## src/hdl/bba_pkg.sv

```systemverilog
`default_nettype none
// ----------------------------------------------------------------------------
// bba_pkg: shared types and constants for the bitmap block allocator
// Item and result payloads, operation and register codes, and the command and
// status bundles between the controller and the datapath.
// ----------------------------------------------------------------------------
package bba_pkg;

  localparam int MAX_BLOCKS_DEF = 256;

  // bitmap is held as words of eight used bits
  localparam int WORD_BITS = 8;
  localparam int BIT_SEL_W = 3;

  localparam int DIV_STEPS = 32;
  localparam int DIV_CNT_W = 5;

  localparam logic [1:0] MODE_ALLOC = 2'd0;
  localparam logic [1:0] MODE_FREE  = 2'd1;
  localparam logic [1:0] MODE_FIND  = 2'd2;
  localparam logic [1:0] MODE_CLEAR = 2'd3;

  localparam logic [1:0] CFG_BASE   = 2'd0;
  localparam logic [1:0] CFG_BSIZE  = 2'd1;
  localparam logic [1:0] CFG_BCOUNT = 2'd2;

  typedef struct packed {
    logic [1:0]  mode;
    logic [31:0] release_address;
    logic [15:0] start_index;
  } item_t;

  typedef struct packed {
    logic [31:0] result_address;
    logic        result_valid;
    logic [8:0]  allocated_total;
  } result_t;

  typedef struct packed {
    logic load;
    logic sweep_step;
    logic cnt_zero;
    logic div_step;
    logic rd;
    logic scan_adv;
    logic take_hit;
    logic wr;
    logic pos_zero;
    logic mul;
    logic add;
    logic out_load;
  } dp_cmd_t;

  typedef struct packed {
    logic [1:0] mode;
    logic       n_zero;
    logic       bs_zero;
    logic       sweep_last;
    logic       div_last;
    logic       idx_ok;
    logic       hit;
    logic       scan_last;
    logic       out_free;
  } dp_stat_t;

endpackage
`default_nettype wire

```

## src/hdl/bitmap_block_allocator.sv

```systemverilog
`default_nettype none
// ----------------------------------------------------------------------------
// bitmap_block_allocator: next-fit fixed block allocator over a used bitmap
// Alloc, free, find-used and clear operations on MAX_BLOCKS blocks, one item
// at a time, with a registered result stage on the output side.
// ----------------------------------------------------------------------------
// Operations: alloc and find scan up to ceil(count/8)+1 bitmap words; free runs
//   the 32-step divider unless the block size is zero; clear sweeps every word.
// Items are taken one at a time; a new item is taken while a result waits.
// Reset: synchronous; a clearing pass over all ceil(MAX_BLOCKS/8) bitmap words
//   zeroes the bitmap RAM before the first item; config is taken always.
module bitmap_block_allocator #(
  parameter int MAX_BLOCKS = bba_pkg::MAX_BLOCKS_DEF
) (
  input  wire logic            clk,
  input  wire logic            rst,
  input  wire logic            in_valid,
  output logic                 in_ready,
  input  wire bba_pkg::item_t  in_data,
  output logic                 out_valid,
  input  wire logic            out_ready,
  output bba_pkg::result_t     out_data,
  input  wire logic            cfg_valid,
  output logic                 cfg_ready,
  input  wire logic [1:0]      cfg_index,
  input  wire logic [31:0]     cfg_data
);
  import bba_pkg::*;

  localparam int WORDS = (MAX_BLOCKS + WORD_BITS - 1) / WORD_BITS;
  localparam int WA_W  = (WORDS > 1) ? $clog2(WORDS) : 1;

  dp_cmd_t  cmd;
  dp_stat_t stat;

  logic                 ram_we;
  logic [WA_W-1:0]      ram_waddr;
  logic [WORD_BITS-1:0] ram_wdata;
  logic                 ram_re;
  logic [WA_W-1:0]      ram_raddr;
  logic [WORD_BITS-1:0] ram_rdata;

  // the user must write registers only while idle; the block itself does not enforce it
  assign cfg_ready = 1'b1;

  bba_ctrl u_ctrl (
    .clk      (clk),
    .rst      (rst),
    .in_valid (in_valid),
    .in_ready (in_ready),
    .stat     (stat),
    .cmd      (cmd)
  );

  bba_dp #(
    .MAX_BLOCKS (MAX_BLOCKS),
    .WORDS      (WORDS),
    .WA_W       (WA_W)
  ) u_dp (
    .clk       (clk),
    .rst       (rst),
    .cmd       (cmd),
    .stat      (stat),
    .in_data   (in_data),
    .out_valid (out_valid),
    .out_ready (out_ready),
    .out_data  (out_data),
    .cfg_valid (cfg_valid),
    .cfg_index (cfg_index),
    .cfg_data  (cfg_data),
    .ram_we    (ram_we),
    .ram_waddr (ram_waddr),
    .ram_wdata (ram_wdata),
    .ram_re    (ram_re),
    .ram_raddr (ram_raddr),
    .ram_rdata (ram_rdata)
  );

  bba_ram #(
    .WIDTH (WORD_BITS),
    .DEPTH (WORDS),
    .AW    (WA_W)
  ) u_map (
    .clk   (clk),
    .we    (ram_we),
    .waddr (ram_waddr),
    .wdata (ram_wdata),
    .re    (ram_re),
    .raddr (ram_raddr),
    .rdata (ram_rdata)
  );

endmodule
`default_nettype wire

```

## src/hdl/bba_ram.sv

```systemverilog
`default_nettype none
// ----------------------------------------------------------------------------
// bba_ram: generic single-write, single-read RAM
// One write port and one read port, read data registered.
// ----------------------------------------------------------------------------
module bba_ram #(
  parameter int WIDTH = 8,
  parameter int DEPTH = 32,
  parameter int AW    = (DEPTH > 1) ? $clog2(DEPTH) : 1
) (
  input  wire logic             clk,
  input  wire logic             we,
  input  wire logic [AW-1:0]    waddr,
  input  wire logic [WIDTH-1:0] wdata,
  input  wire logic             re,
  input  wire logic [AW-1:0]    raddr,
  output logic      [WIDTH-1:0] rdata
);

  logic [WIDTH-1:0] mem [DEPTH];

  always_ff @(posedge clk) begin
    if (we) begin
      mem[waddr] <= wdata;
    end
    if (re) begin
      rdata <= mem[raddr];
    end
  end

endmodule
`default_nettype wire

```

## src/hdl/bba_ctrl.sv

```systemverilog
`default_nettype none
// ----------------------------------------------------------------------------
// bba_ctrl: allocator sequencer
// One-hot state machine that steps the datapath through the clearing sweep,
// the divide, the word-by-word bitmap scan and the result hand-off.
// ----------------------------------------------------------------------------
module bba_ctrl (
  input  wire logic              clk,
  input  wire logic              rst,
  input  wire logic              in_valid,
  output logic                   in_ready,
  input  wire bba_pkg::dp_stat_t stat,
  output bba_pkg::dp_cmd_t       cmd
);
  import bba_pkg::*;

  typedef enum logic [11:0] {
    S_SWEEP_RST = 12'b000000000001,
    S_IDLE      = 12'b000000000010,
    S_DISP      = 12'b000000000100,
    S_SWEEP_OP  = 12'b000000001000,
    S_DIV       = 12'b000000010000,
    S_FCHK      = 12'b000000100000,
    S_RD        = 12'b000001000000,
    S_CHK       = 12'b000010000000,
    S_WR        = 12'b000100000000,
    S_MUL       = 12'b001000000000,
    S_ADD       = 12'b010000000000,
    S_OUT       = 12'b100000000000
  } state_t;

  state_t state, state_next;

  always_ff @(posedge clk) begin
    if (rst) begin
      state <= S_SWEEP_RST;
    end else begin
      state <= state_next;
    end
  end

  assign in_ready = (state == S_IDLE);

  always_comb begin
    cmd        = '0;
    state_next = state;
    case (state)
      S_SWEEP_RST: begin
        cmd.sweep_step = 1'b1;
        if (stat.sweep_last) state_next = S_IDLE;
      end
      S_IDLE: begin
        if (in_valid) begin
          cmd.load   = 1'b1;
          state_next = S_DISP;
        end
      end
      S_DISP: begin
        case (stat.mode)
          MODE_FREE: state_next = stat.bs_zero ? S_OUT : S_DIV;
          MODE_CLEAR: begin
            cmd.cnt_zero = 1'b1;
            state_next   = S_SWEEP_OP;
          end
          default: begin
            if (stat.n_zero) begin
              cmd.pos_zero = (stat.mode == MODE_ALLOC);
              state_next   = S_OUT;
            end else begin
              state_next = S_RD;
            end
          end
        endcase
      end
      S_SWEEP_OP: begin
        cmd.sweep_step = 1'b1;
        if (stat.sweep_last) state_next = S_OUT;
      end
      S_DIV: begin
        cmd.div_step = 1'b1;
        if (stat.div_last) state_next = S_FCHK;
      end
      S_FCHK: begin
        state_next = stat.idx_ok ? S_RD : S_OUT;
      end
      S_RD: begin
        cmd.rd     = 1'b1;
        state_next = S_CHK;
      end
      S_CHK: begin
        if (stat.hit) begin
          cmd.take_hit = 1'b1;
          state_next   = (stat.mode == MODE_FIND) ? S_MUL : S_WR;
        end else if (stat.mode == MODE_FREE) begin
          state_next = S_OUT;
        end else if (stat.scan_last) begin
          // nothing found anywhere: an alloc restarts from block zero
          cmd.pos_zero = (stat.mode == MODE_ALLOC);
          state_next   = S_OUT;
        end else begin
          cmd.scan_adv = 1'b1;
          state_next   = S_RD;
        end
      end
      S_WR: begin
        cmd.wr     = 1'b1;
        state_next = (stat.mode == MODE_FREE) ? S_OUT : S_MUL;
      end
      S_MUL: begin
        cmd.mul    = 1'b1;
        state_next = S_ADD;
      end
      S_ADD: begin
        cmd.add    = 1'b1;
        state_next = S_OUT;
      end
      S_OUT: begin
        if (stat.out_free) begin
          cmd.out_load = 1'b1;
          state_next   = S_IDLE;
        end
      end
      default: state_next = S_SWEEP_RST;
    endcase
  end

`ifndef ASSERT_OFF
  a_one_item: assert property (@(posedge clk) disable iff (rst)
    (in_valid && in_ready) |=> !in_ready)
    else $error("second item accepted while one is in progress");
`endif

endmodule
`default_nettype wire

```

## src/hdl/bba_dp.sv

```systemverilog
`default_nettype none
// ----------------------------------------------------------------------------
// bba_dp: allocator datapath
// Configuration registers, restoring divider, bitmap word scan with lowest-bit
// pick, read-modify-write of the bitmap, address multiply-add, result register.
// ----------------------------------------------------------------------------
module bba_dp #(
  parameter int MAX_BLOCKS = bba_pkg::MAX_BLOCKS_DEF,
  parameter int WORDS = (MAX_BLOCKS + bba_pkg::WORD_BITS - 1) / bba_pkg::WORD_BITS,
  parameter int WA_W  = (WORDS > 1) ? $clog2(WORDS) : 1
) (
  input  wire logic                          clk,
  input  wire logic                          rst,
  input  wire bba_pkg::dp_cmd_t              cmd,
  output bba_pkg::dp_stat_t                  stat,
  input  wire bba_pkg::item_t                in_data,
  output logic                               out_valid,
  input  wire logic                          out_ready,
  output bba_pkg::result_t                   out_data,
  input  wire logic                          cfg_valid,
  input  wire logic [1:0]                    cfg_index,
  input  wire logic [31:0]                   cfg_data,
  output logic                               ram_we,
  output logic [WA_W-1:0]                    ram_waddr,
  output logic [bba_pkg::WORD_BITS-1:0]      ram_wdata,
  output logic                               ram_re,
  output logic [WA_W-1:0]                    ram_raddr,
  input  wire logic [bba_pkg::WORD_BITS-1:0] ram_rdata
);
  import bba_pkg::*;

  localparam int CNT_W = $clog2(MAX_BLOCKS + 1);
  localparam int BI_W  = $clog2(MAX_BLOCKS);
  localparam int CMP_W = 17;

  logic [31:0] base_address;
  logic [15:0] block_size;
  logic [8:0]  block_count;

  logic [1:0]           mode_r;
  logic [15:0]          from_r;
  logic [WA_W-1:0]      scan_word;
  logic                 phase;
  logic [WA_W-1:0]      sweep_ctr;
  logic [31:0]          div_q;
  logic [15:0]          div_rem;
  logic [DIV_CNT_W-1:0] div_cnt;
  logic [WA_W-1:0]      hit_word;
  logic [BIT_SEL_W-1:0] hit_bit;
  logic [WORD_BITS-1:0] hit_data;
  logic [15:0]          hit_idx;
  logic [31:0]          prod;
  logic [31:0]          res_addr;
  logic                 res_valid;
  logic [CNT_W-1:0]     alloc_cnt;
  logic [BI_W-1:0]      search_pos;

  logic [CMP_W-1:0]     live_n;
  logic [CMP_W-1:0]     from17;
  logic [WA_W-1:0]      from_word;
  logic [WA_W-1:0]      last_word;
  logic [15:0]          from_load;
  logic [CMP_W-1:0]     rem_sh;
  logic [CMP_W-1:0]     rem_diff;
  logic                 rem_ge;
  logic [WORD_BITS-1:0] sel;
  logic [WORD_BITS-1:0] cand;
  logic [CMP_W-1:0]     bit_idx;
  logic                 hit;
  logic [BIT_SEL_W-1:0] hit_b;
  logic [WORD_BITS-1:0] bit_onehot;

  // configuration
  always_ff @(posedge clk) begin
    if (rst) begin
      base_address <= 32'd0;
      block_size   <= 16'd1;
      block_count  <= 9'd256;
    end else if (cfg_valid) begin
      case (cfg_index)
        CFG_BASE:   base_address <= cfg_data;
        CFG_BSIZE:  block_size   <= cfg_data[15:0];
        CFG_BCOUNT: block_count  <= cfg_data[8:0];
        default:    ;
      endcase
    end
  end

  assign live_n = (CMP_W'(block_count) > CMP_W'(MAX_BLOCKS)) ? CMP_W'(MAX_BLOCKS)
                                                              : CMP_W'(block_count);
  assign from17    = CMP_W'(from_r);
  assign from_word = WA_W'(from_r >> BIT_SEL_W);
  assign last_word = WA_W'((live_n - CMP_W'(1)) >> BIT_SEL_W);

  always_comb begin
    if (in_data.mode == MODE_ALLOC) begin
      from_load = (CMP_W'(search_pos) < live_n) ? 16'(search_pos) : 16'd0;
    end else begin
      from_load = (CMP_W'(in_data.start_index) < live_n) ? in_data.start_index : 16'd0;
    end
  end

  // item, scan position and divider
  assign rem_sh   = {div_rem, div_q[31]};
  assign rem_diff = rem_sh - {1'b0, block_size};
  assign rem_ge   = (rem_sh >= {1'b0, block_size});

  always_ff @(posedge clk) begin
    if (cmd.load) begin
      mode_r    <= in_data.mode;
      from_r    <= from_load;
      scan_word <= WA_W'(from_load >> BIT_SEL_W);
      phase     <= 1'b0;
      div_q     <= in_data.release_address - base_address;
      div_rem   <= 16'd0;
      div_cnt   <= '0;
    end else begin
      if (cmd.scan_adv) begin
        if (!phase && scan_word == last_word) begin
          phase     <= 1'b1;
          scan_word <= '0;
        end else begin
          scan_word <= scan_word + WA_W'(1);
        end
      end
      if (cmd.div_step) begin
        div_rem <= rem_ge ? rem_diff[15:0] : rem_sh[15:0];
        div_q   <= {div_q[30:0], rem_ge};
        div_cnt <= div_cnt + DIV_CNT_W'(1);
      end
    end
  end

  // clearing sweep
  always_ff @(posedge clk) begin
    if (rst) begin
      sweep_ctr <= '0;
    end else if (cmd.sweep_step) begin
      sweep_ctr <= (sweep_ctr == WA_W'(WORDS - 1)) ? '0 : sweep_ctr + WA_W'(1);
    end
  end

  // bitmap word read and lowest-candidate pick
  assign ram_re    = cmd.rd;
  assign ram_raddr = (mode_r == MODE_FREE) ? WA_W'(div_q[15:0] >> BIT_SEL_W) : scan_word;

  always_comb begin
    for (int b = 0; b < WORD_BITS; b++) begin
      bit_idx = (CMP_W'(ram_raddr) << BIT_SEL_W) | CMP_W'(b);
      if (mode_r == MODE_FREE) begin
        sel[b] = (div_q[BIT_SEL_W-1:0] == BIT_SEL_W'(b));
      end else if (!phase) begin
        sel[b] = (bit_idx >= from17) && (bit_idx < live_n);
      end else begin
        sel[b] = (bit_idx < from17);
      end
    end
    cand = ((mode_r == MODE_ALLOC) ? ~ram_rdata : ram_rdata) & sel;
    hit   = 1'b0;
    hit_b = '0;
    for (int b = WORD_BITS - 1; b >= 0; b--) begin
      if (cand[b]) begin
        hit   = 1'b1;
        hit_b = BIT_SEL_W'(b);
      end
    end
  end

  always_ff @(posedge clk) begin
    if (cmd.take_hit) begin
      hit_word <= ram_raddr;
      hit_bit  <= hit_b;
      hit_data <= ram_rdata;
      hit_idx  <= (16'(ram_raddr) << BIT_SEL_W) | 16'(hit_b);
    end
  end

  // write back: zero words during a sweep, else the modified hit word
  assign bit_onehot = WORD_BITS'(1) << hit_bit;
  assign ram_we     = cmd.sweep_step | cmd.wr;
  assign ram_waddr  = cmd.sweep_step ? sweep_ctr : hit_word;
  always_comb begin
    if (cmd.sweep_step) begin
      ram_wdata = '0;
    end else if (mode_r == MODE_ALLOC) begin
      ram_wdata = hit_data | bit_onehot;
    end else begin
      ram_wdata = hit_data & ~bit_onehot;
    end
  end

  always_ff @(posedge clk) begin
    if (rst) begin
      alloc_cnt  <= '0;
      search_pos <= '0;
    end else begin
      if (cmd.cnt_zero) begin
        alloc_cnt <= '0;
      end else if (cmd.wr) begin
        if (mode_r == MODE_ALLOC) begin
          alloc_cnt <= alloc_cnt + CNT_W'(1);
        end else if (alloc_cnt != '0) begin
          alloc_cnt <= alloc_cnt - CNT_W'(1);
        end
      end
      if (cmd.pos_zero) begin
        search_pos <= '0;
      end else if (cmd.wr && mode_r == MODE_ALLOC) begin
        search_pos <= BI_W'(hit_idx);
      end
    end
  end

  // result address: multiply, then add the base
  always_ff @(posedge clk) begin
    if (cmd.mul) begin
      prod <= 32'(hit_idx) * 32'(block_size);
    end
    if (cmd.load) begin
      res_addr  <= 32'd0;
      res_valid <= 1'b0;
    end else if (cmd.add) begin
      res_addr  <= base_address + prod;
      res_valid <= 1'b1;
    end else if (cmd.wr && mode_r == MODE_FREE) begin
      res_valid <= 1'b1;
    end
  end

  // result register
  always_ff @(posedge clk) begin
    if (rst) begin
      out_valid <= 1'b0;
    end else if (cmd.out_load) begin
      out_valid <= 1'b1;
    end else if (out_ready) begin
      out_valid <= 1'b0;
    end
  end

  always_ff @(posedge clk) begin
    if (cmd.out_load) begin
      out_data.result_address  <= res_addr;
      out_data.result_valid    <= res_valid;
      out_data.allocated_total <= 9'(alloc_cnt);
    end
  end

  assign stat.mode       = mode_r;
  assign stat.n_zero     = (live_n == '0);
  assign stat.bs_zero    = (block_size == 16'd0);
  assign stat.sweep_last = (sweep_ctr == WA_W'(WORDS - 1));
  assign stat.div_last   = (div_cnt == DIV_CNT_W'(DIV_STEPS - 1));
  assign stat.idx_ok     = (CMP_W'(div_q[15:0]) < live_n);
  assign stat.hit        = hit;
  assign stat.scan_last  = phase && (scan_word == from_word);
  assign stat.out_free   = !out_valid || out_ready;

`ifndef ASSERT_OFF
  a_invalid_zero: assert property (@(posedge clk) disable iff (rst)
    out_valid |-> (out_data.result_valid || out_data.result_address == 32'd0))
    else $error("invalid result carries a non-zero address");

  a_cnt_bound: assert property (@(posedge clk) disable iff (rst)
    alloc_cnt <= CNT_W'(MAX_BLOCKS))
    else $error("allocation count beyond block capacity");

  a_rmw_bit: assert property (@(posedge clk) disable iff (rst)
    cmd.wr |-> (hit_data[hit_bit] == (mode_r == MODE_FREE)))
    else $error("bitmap write flips a bit already in the target state");

  a_div_nonzero: assert property (@(posedge clk) disable iff (rst)
    cmd.div_step |-> (block_size != 16'd0))
    else $error("divide step with zero block size");
`endif

endmodule
`default_nettype wire
```

## config.mk

```make
export PLATFORM = sky130hd
export DESIGN_NAME = bitmap_block_allocator
export DESIGN_NICKNAME = d
export VERILOG_FILES = /design/src/hdl/bba_pkg.sv /design/src/hdl/bitmap_block_allocator.sv /design/src/hdl/bba_ram.sv /design/src/hdl/bba_ctrl.sv /design/src/hdl/bba_dp.sv
export SDC_FILE = /design/constraint.sdc
export NUM_CORES = 1
export LEC_CHECK = 0
export BUFFER_PORTS_ARGS = -buffer_cell sky130_fd_sc_hd__buf_2
export CORE_UTILIZATION = 63
export CTS_CLUSTER_DIAMETER = 40
export DETAILED_ROUTE_END_ITERATION = 7
export PLACE_DENSITY = 0.81
export SYNTH_ARGS = -nofsm -noshare
export SYNTH_HDL_FRONTEND = slang
export SYNTH_SLANG_ARGS = --single-unit
```

## constraint.sdc

```tcl
create_clock -name clk -period 7.7 [get_ports clk]
set_input_delay 1.155 -clock clk [delete_from_list [all_inputs] [get_ports clk]]
set_output_delay 1.155 -clock clk [all_outputs]
set_load 0.1 [all_outputs]
```

==> flow_summary_export.csv <==
group,metric,value,unit
run_status,status,"complete, but fails checks",
run_status,violations,"design-rule violations",
pwr,vdd_drop_max,0.2083,mV
synth,synth.distinct_cells,82,
global_routing,antenna_found_initial,3,
clocking,cts_buffers,83,
critical_path,end_kind,"flop",
timing,rsz0062_at_grt,"false",
global_routing,grt_pass1_wl,135.3,mm
timing,worstMarginPinSlew,1225,ps
critical_path,start_kind,"flop",
die,dieArea,51580,um^2
synth,synth_cells,3203,
route,viasPerCell,6.264,
clocking,clk_pin_slew_worst_paths,50,ps
clocking,cts_tree,"built",
synth,synth_edf_count,404,
clocking,cts_num_sinks,551,
place,dp_cells,3901,
timing,drv_slew,0,
synth,ys_seq_elements,551,
cells_and_area,area_delta_synth_final,13.60,%
global_routing,grt_max_degree,90,
timing,slew_headroom,0.1809,
timing,min_period,6570,ps
synth,postSynthAreaPerCell,9.967,um^2
route,wl_per_cell,21.73,um
cells_and_area,layout_commonest_cell,"nand2_1",
synth,ys_warn_count,0,
cells_and_area,final_cell_mix,"575 x nand2_1, 404 x edfxtp_1, 225 x ha_1",
timing,setup_viol,0,
pwr,leakagePower,15.06,nW
cells_and_area,stdcell_count,4060,
critical_path,crit_type,"reg2reg",
timing,max_freq,152.2,MHz
die,die_w,227.1,um
critical_path,r2r_cells,19,
clocking,root_buffer,"clkbuf_16",
clocking,clock_path_buffers,3,
route,drtAntennaViolNets,0,
die,start_util,0.6376,
timing,fin_crit_sh,0.8532,
synth,syn_area,31930,um^2
hold_path,min_path_type,"reg2reg",
clocking,cts_max_level,3,
place,place_congestion,0.9364,
critical_path,critPathArrivalTime,6950,ps
die,die_y,227.1,um
global_routing,first_global_vias,24708,
synth,async_flop_share,0,
timing,tns,0,ps
clocking,cts_resized,0,
cells_and_area,fill_cells,3547,
clocking,cts_hold_buf,0,
synth,synth_top_area_frac,0.3800,
die,rows,82,
synth,yosysSeqAreaShare,0.4722,
pwr,pwr_density_cell,252.4,nW/um^2
synth,synth.largest_area_cell,"edfxtp_1",
cells_and_area,multiInputGateArea,15570,um^2
route,drt-initial-drc-count,2910,
place,dpl.hpwl,61.03,mm
cells_and_area,regArea,15070,um^2
route,drc,1,
critical_path,path_max_fanout,26,
cells_and_area,layout-drive-gt1-share,0.1058,
global_routing,grt_overflow,0,
clocking,cts_setup_buffers,0,
flow_run,drv_cap,0,
synth,synth_ff_type,"edfxtp_1",
synth,synth_area_leaders,"edfxtp_1 38%, dfxtp_1 9.2%, ha_1 8.8%",
hold_path,hold_path_depth,0,
cells_and_area,nets,3715,
route,drt_wl_total,88.22,mm
die,core_area,50070,um^2
place,place.port_buffers,132,
route,drtPass1Iterations,8,
critical_path,required,8080,ps
route,vias,25432,
die,pin_count,134,
clocking,clk_latency,650,ps
timing,skew,34.63,ps
timing,hold_violations,0,
global_routing,groute.usage.overall,0.3422,
metal layers:
metal | routed length, um | GRT usage | part of all wire
met3 | 9545 | 0.08196 | 0.11
met1 | 35700 | 0.4707 | 0.40
met5 | 27 | 0 | 0.00031
met4 | 2590 | 0.1178 | 0.029
met2 | 40360 | 0.5317 | 0.46
state kept, by name, indices dropped and copies added (netlist names), 16 cells and up:
signal	flops
u_dp.div_q	32
u_dp.from_r	16
u_dp.base_address	32
u_dp.out_data	42
u_dp.res_addr	32
u_dp.div_rem	16
u_map.mem	256
u_dp.prod	27
u_dp.block_size	16
area by class of cell:
type | count | area share
tap | 672 | 0.02318
timing repair buffer | 170 | 0.02608
antenna | 3 | 0.0002070
inverter | 219 | 0.02270
multi-input combinational | 2289 | 0.4293
sequential | 551 | 0.4157
clock inverter | 65 | 0.02453
clock buffer | 91 | 0.05838
path summary, 6_finish.rpt:
check,slack [ps],startpoint,end
max,1130,u_dp.hit_idx[2],u_dp.prod[26]
min,430,u_dp.res_addr[2],u_dp.out_data[12]
max reg2reg,1130,u_dp.hit_idx[2],u_dp.prod[26]
min reg2reg,430,u_dp.res_addr[2],u_dp.out_data[12]
through the flow:
| step | utilization | power (mW) | hold slack [ps] | setup slack [ps] | cell area, um^2 |
|---|---|---|---|---|---|
| 3_5_place_dp | 0.6641 | 5.131 | 413.2 | 1290 | 33250 |
| 2_1_floorplan | - | 4.669 | 403.0 | 1694 | 31950 |
| 3_3_place_gp | 0.6641 | 5.067 | 413.0 | 1430 | 33250 |
| 4_1_cts | 0.7242 | 9.149 | 428.3 | 1240 | 36260 |
| 6_report | 0.7243 | 9.153 | 426.5 | 1130 | 36270 |
| 5_1_grt | 0.7242 | 9.482 | 445.1 | 793.6 | 36260 |
power breakdown:
group / switching [mW] / internal (mW)
clock network: 1.54 / 2.49
logic: 0.921 / 0.496
registers: 0.144 / 3.56
total: 2.60 / 6.55
synthesized netlist by cell type (all sizes together) (9+ instances only):
library cell / count
nand2: 576
edfxtp: 404
ha: 225
inv: 217
nor2: 195
a21oi: 185
dfxtp: 147
o21ai: 136
clkbuf: 125
nand3: 96
fa: 87
and2: 82
and3: 66
a311oi: 57
xor2: 54
nor3: 51
xnor2: 48
a21o: 41
mux2i: 36
buf: 25
nand2b: 25
o21a: 25
a211oi: 22
a31oi: 21
nor4: 20
nor2b: 18
nor3b: 16
nand3b: 13
o211ai: 13
nand4: 12
o31ai: 12
a211o: 11
or2: 11
a311o: 10
a22o: 9
o21bai: 9
o311ai: 9
worst max-delay path: stages (launching register included):
cell	delay, ps
edfxtp_1	1010
nand2_1	190
fa_1	590
inv_1	60
fa_1	490
ha_1	320
ha_1	290
inv_1	50
fa_1	500
fa_1	540
inv_1	40
ha_1	240
or4_1	510
nand3b_1	170
o22ai_1	180
a311o_1	370
a31oi_1	320
o21ai_0	180
a21oi_1	180
nor2b_1	60
kinds of logic (layout without fill, tap and decap cells):
logic type | Yosys count | count (layout) | share of synthesized area
buf+inv | 369 | 545 | 0.04385
other cells | 2 | 11 | 0.0002352
xor+xnor | 102 | 102 | 0.02798
simple gates | 1214 | 1214 | 0.1759
fa+ha+maj | 312 | 312 | 0.1427
mux | 37 | 37 | 0.01164
flops | 551 | 551 | 0.4722
compound gates | 616 | 616 | 0.1255
No activity file was read; power rests on OpenSTA's default activity.
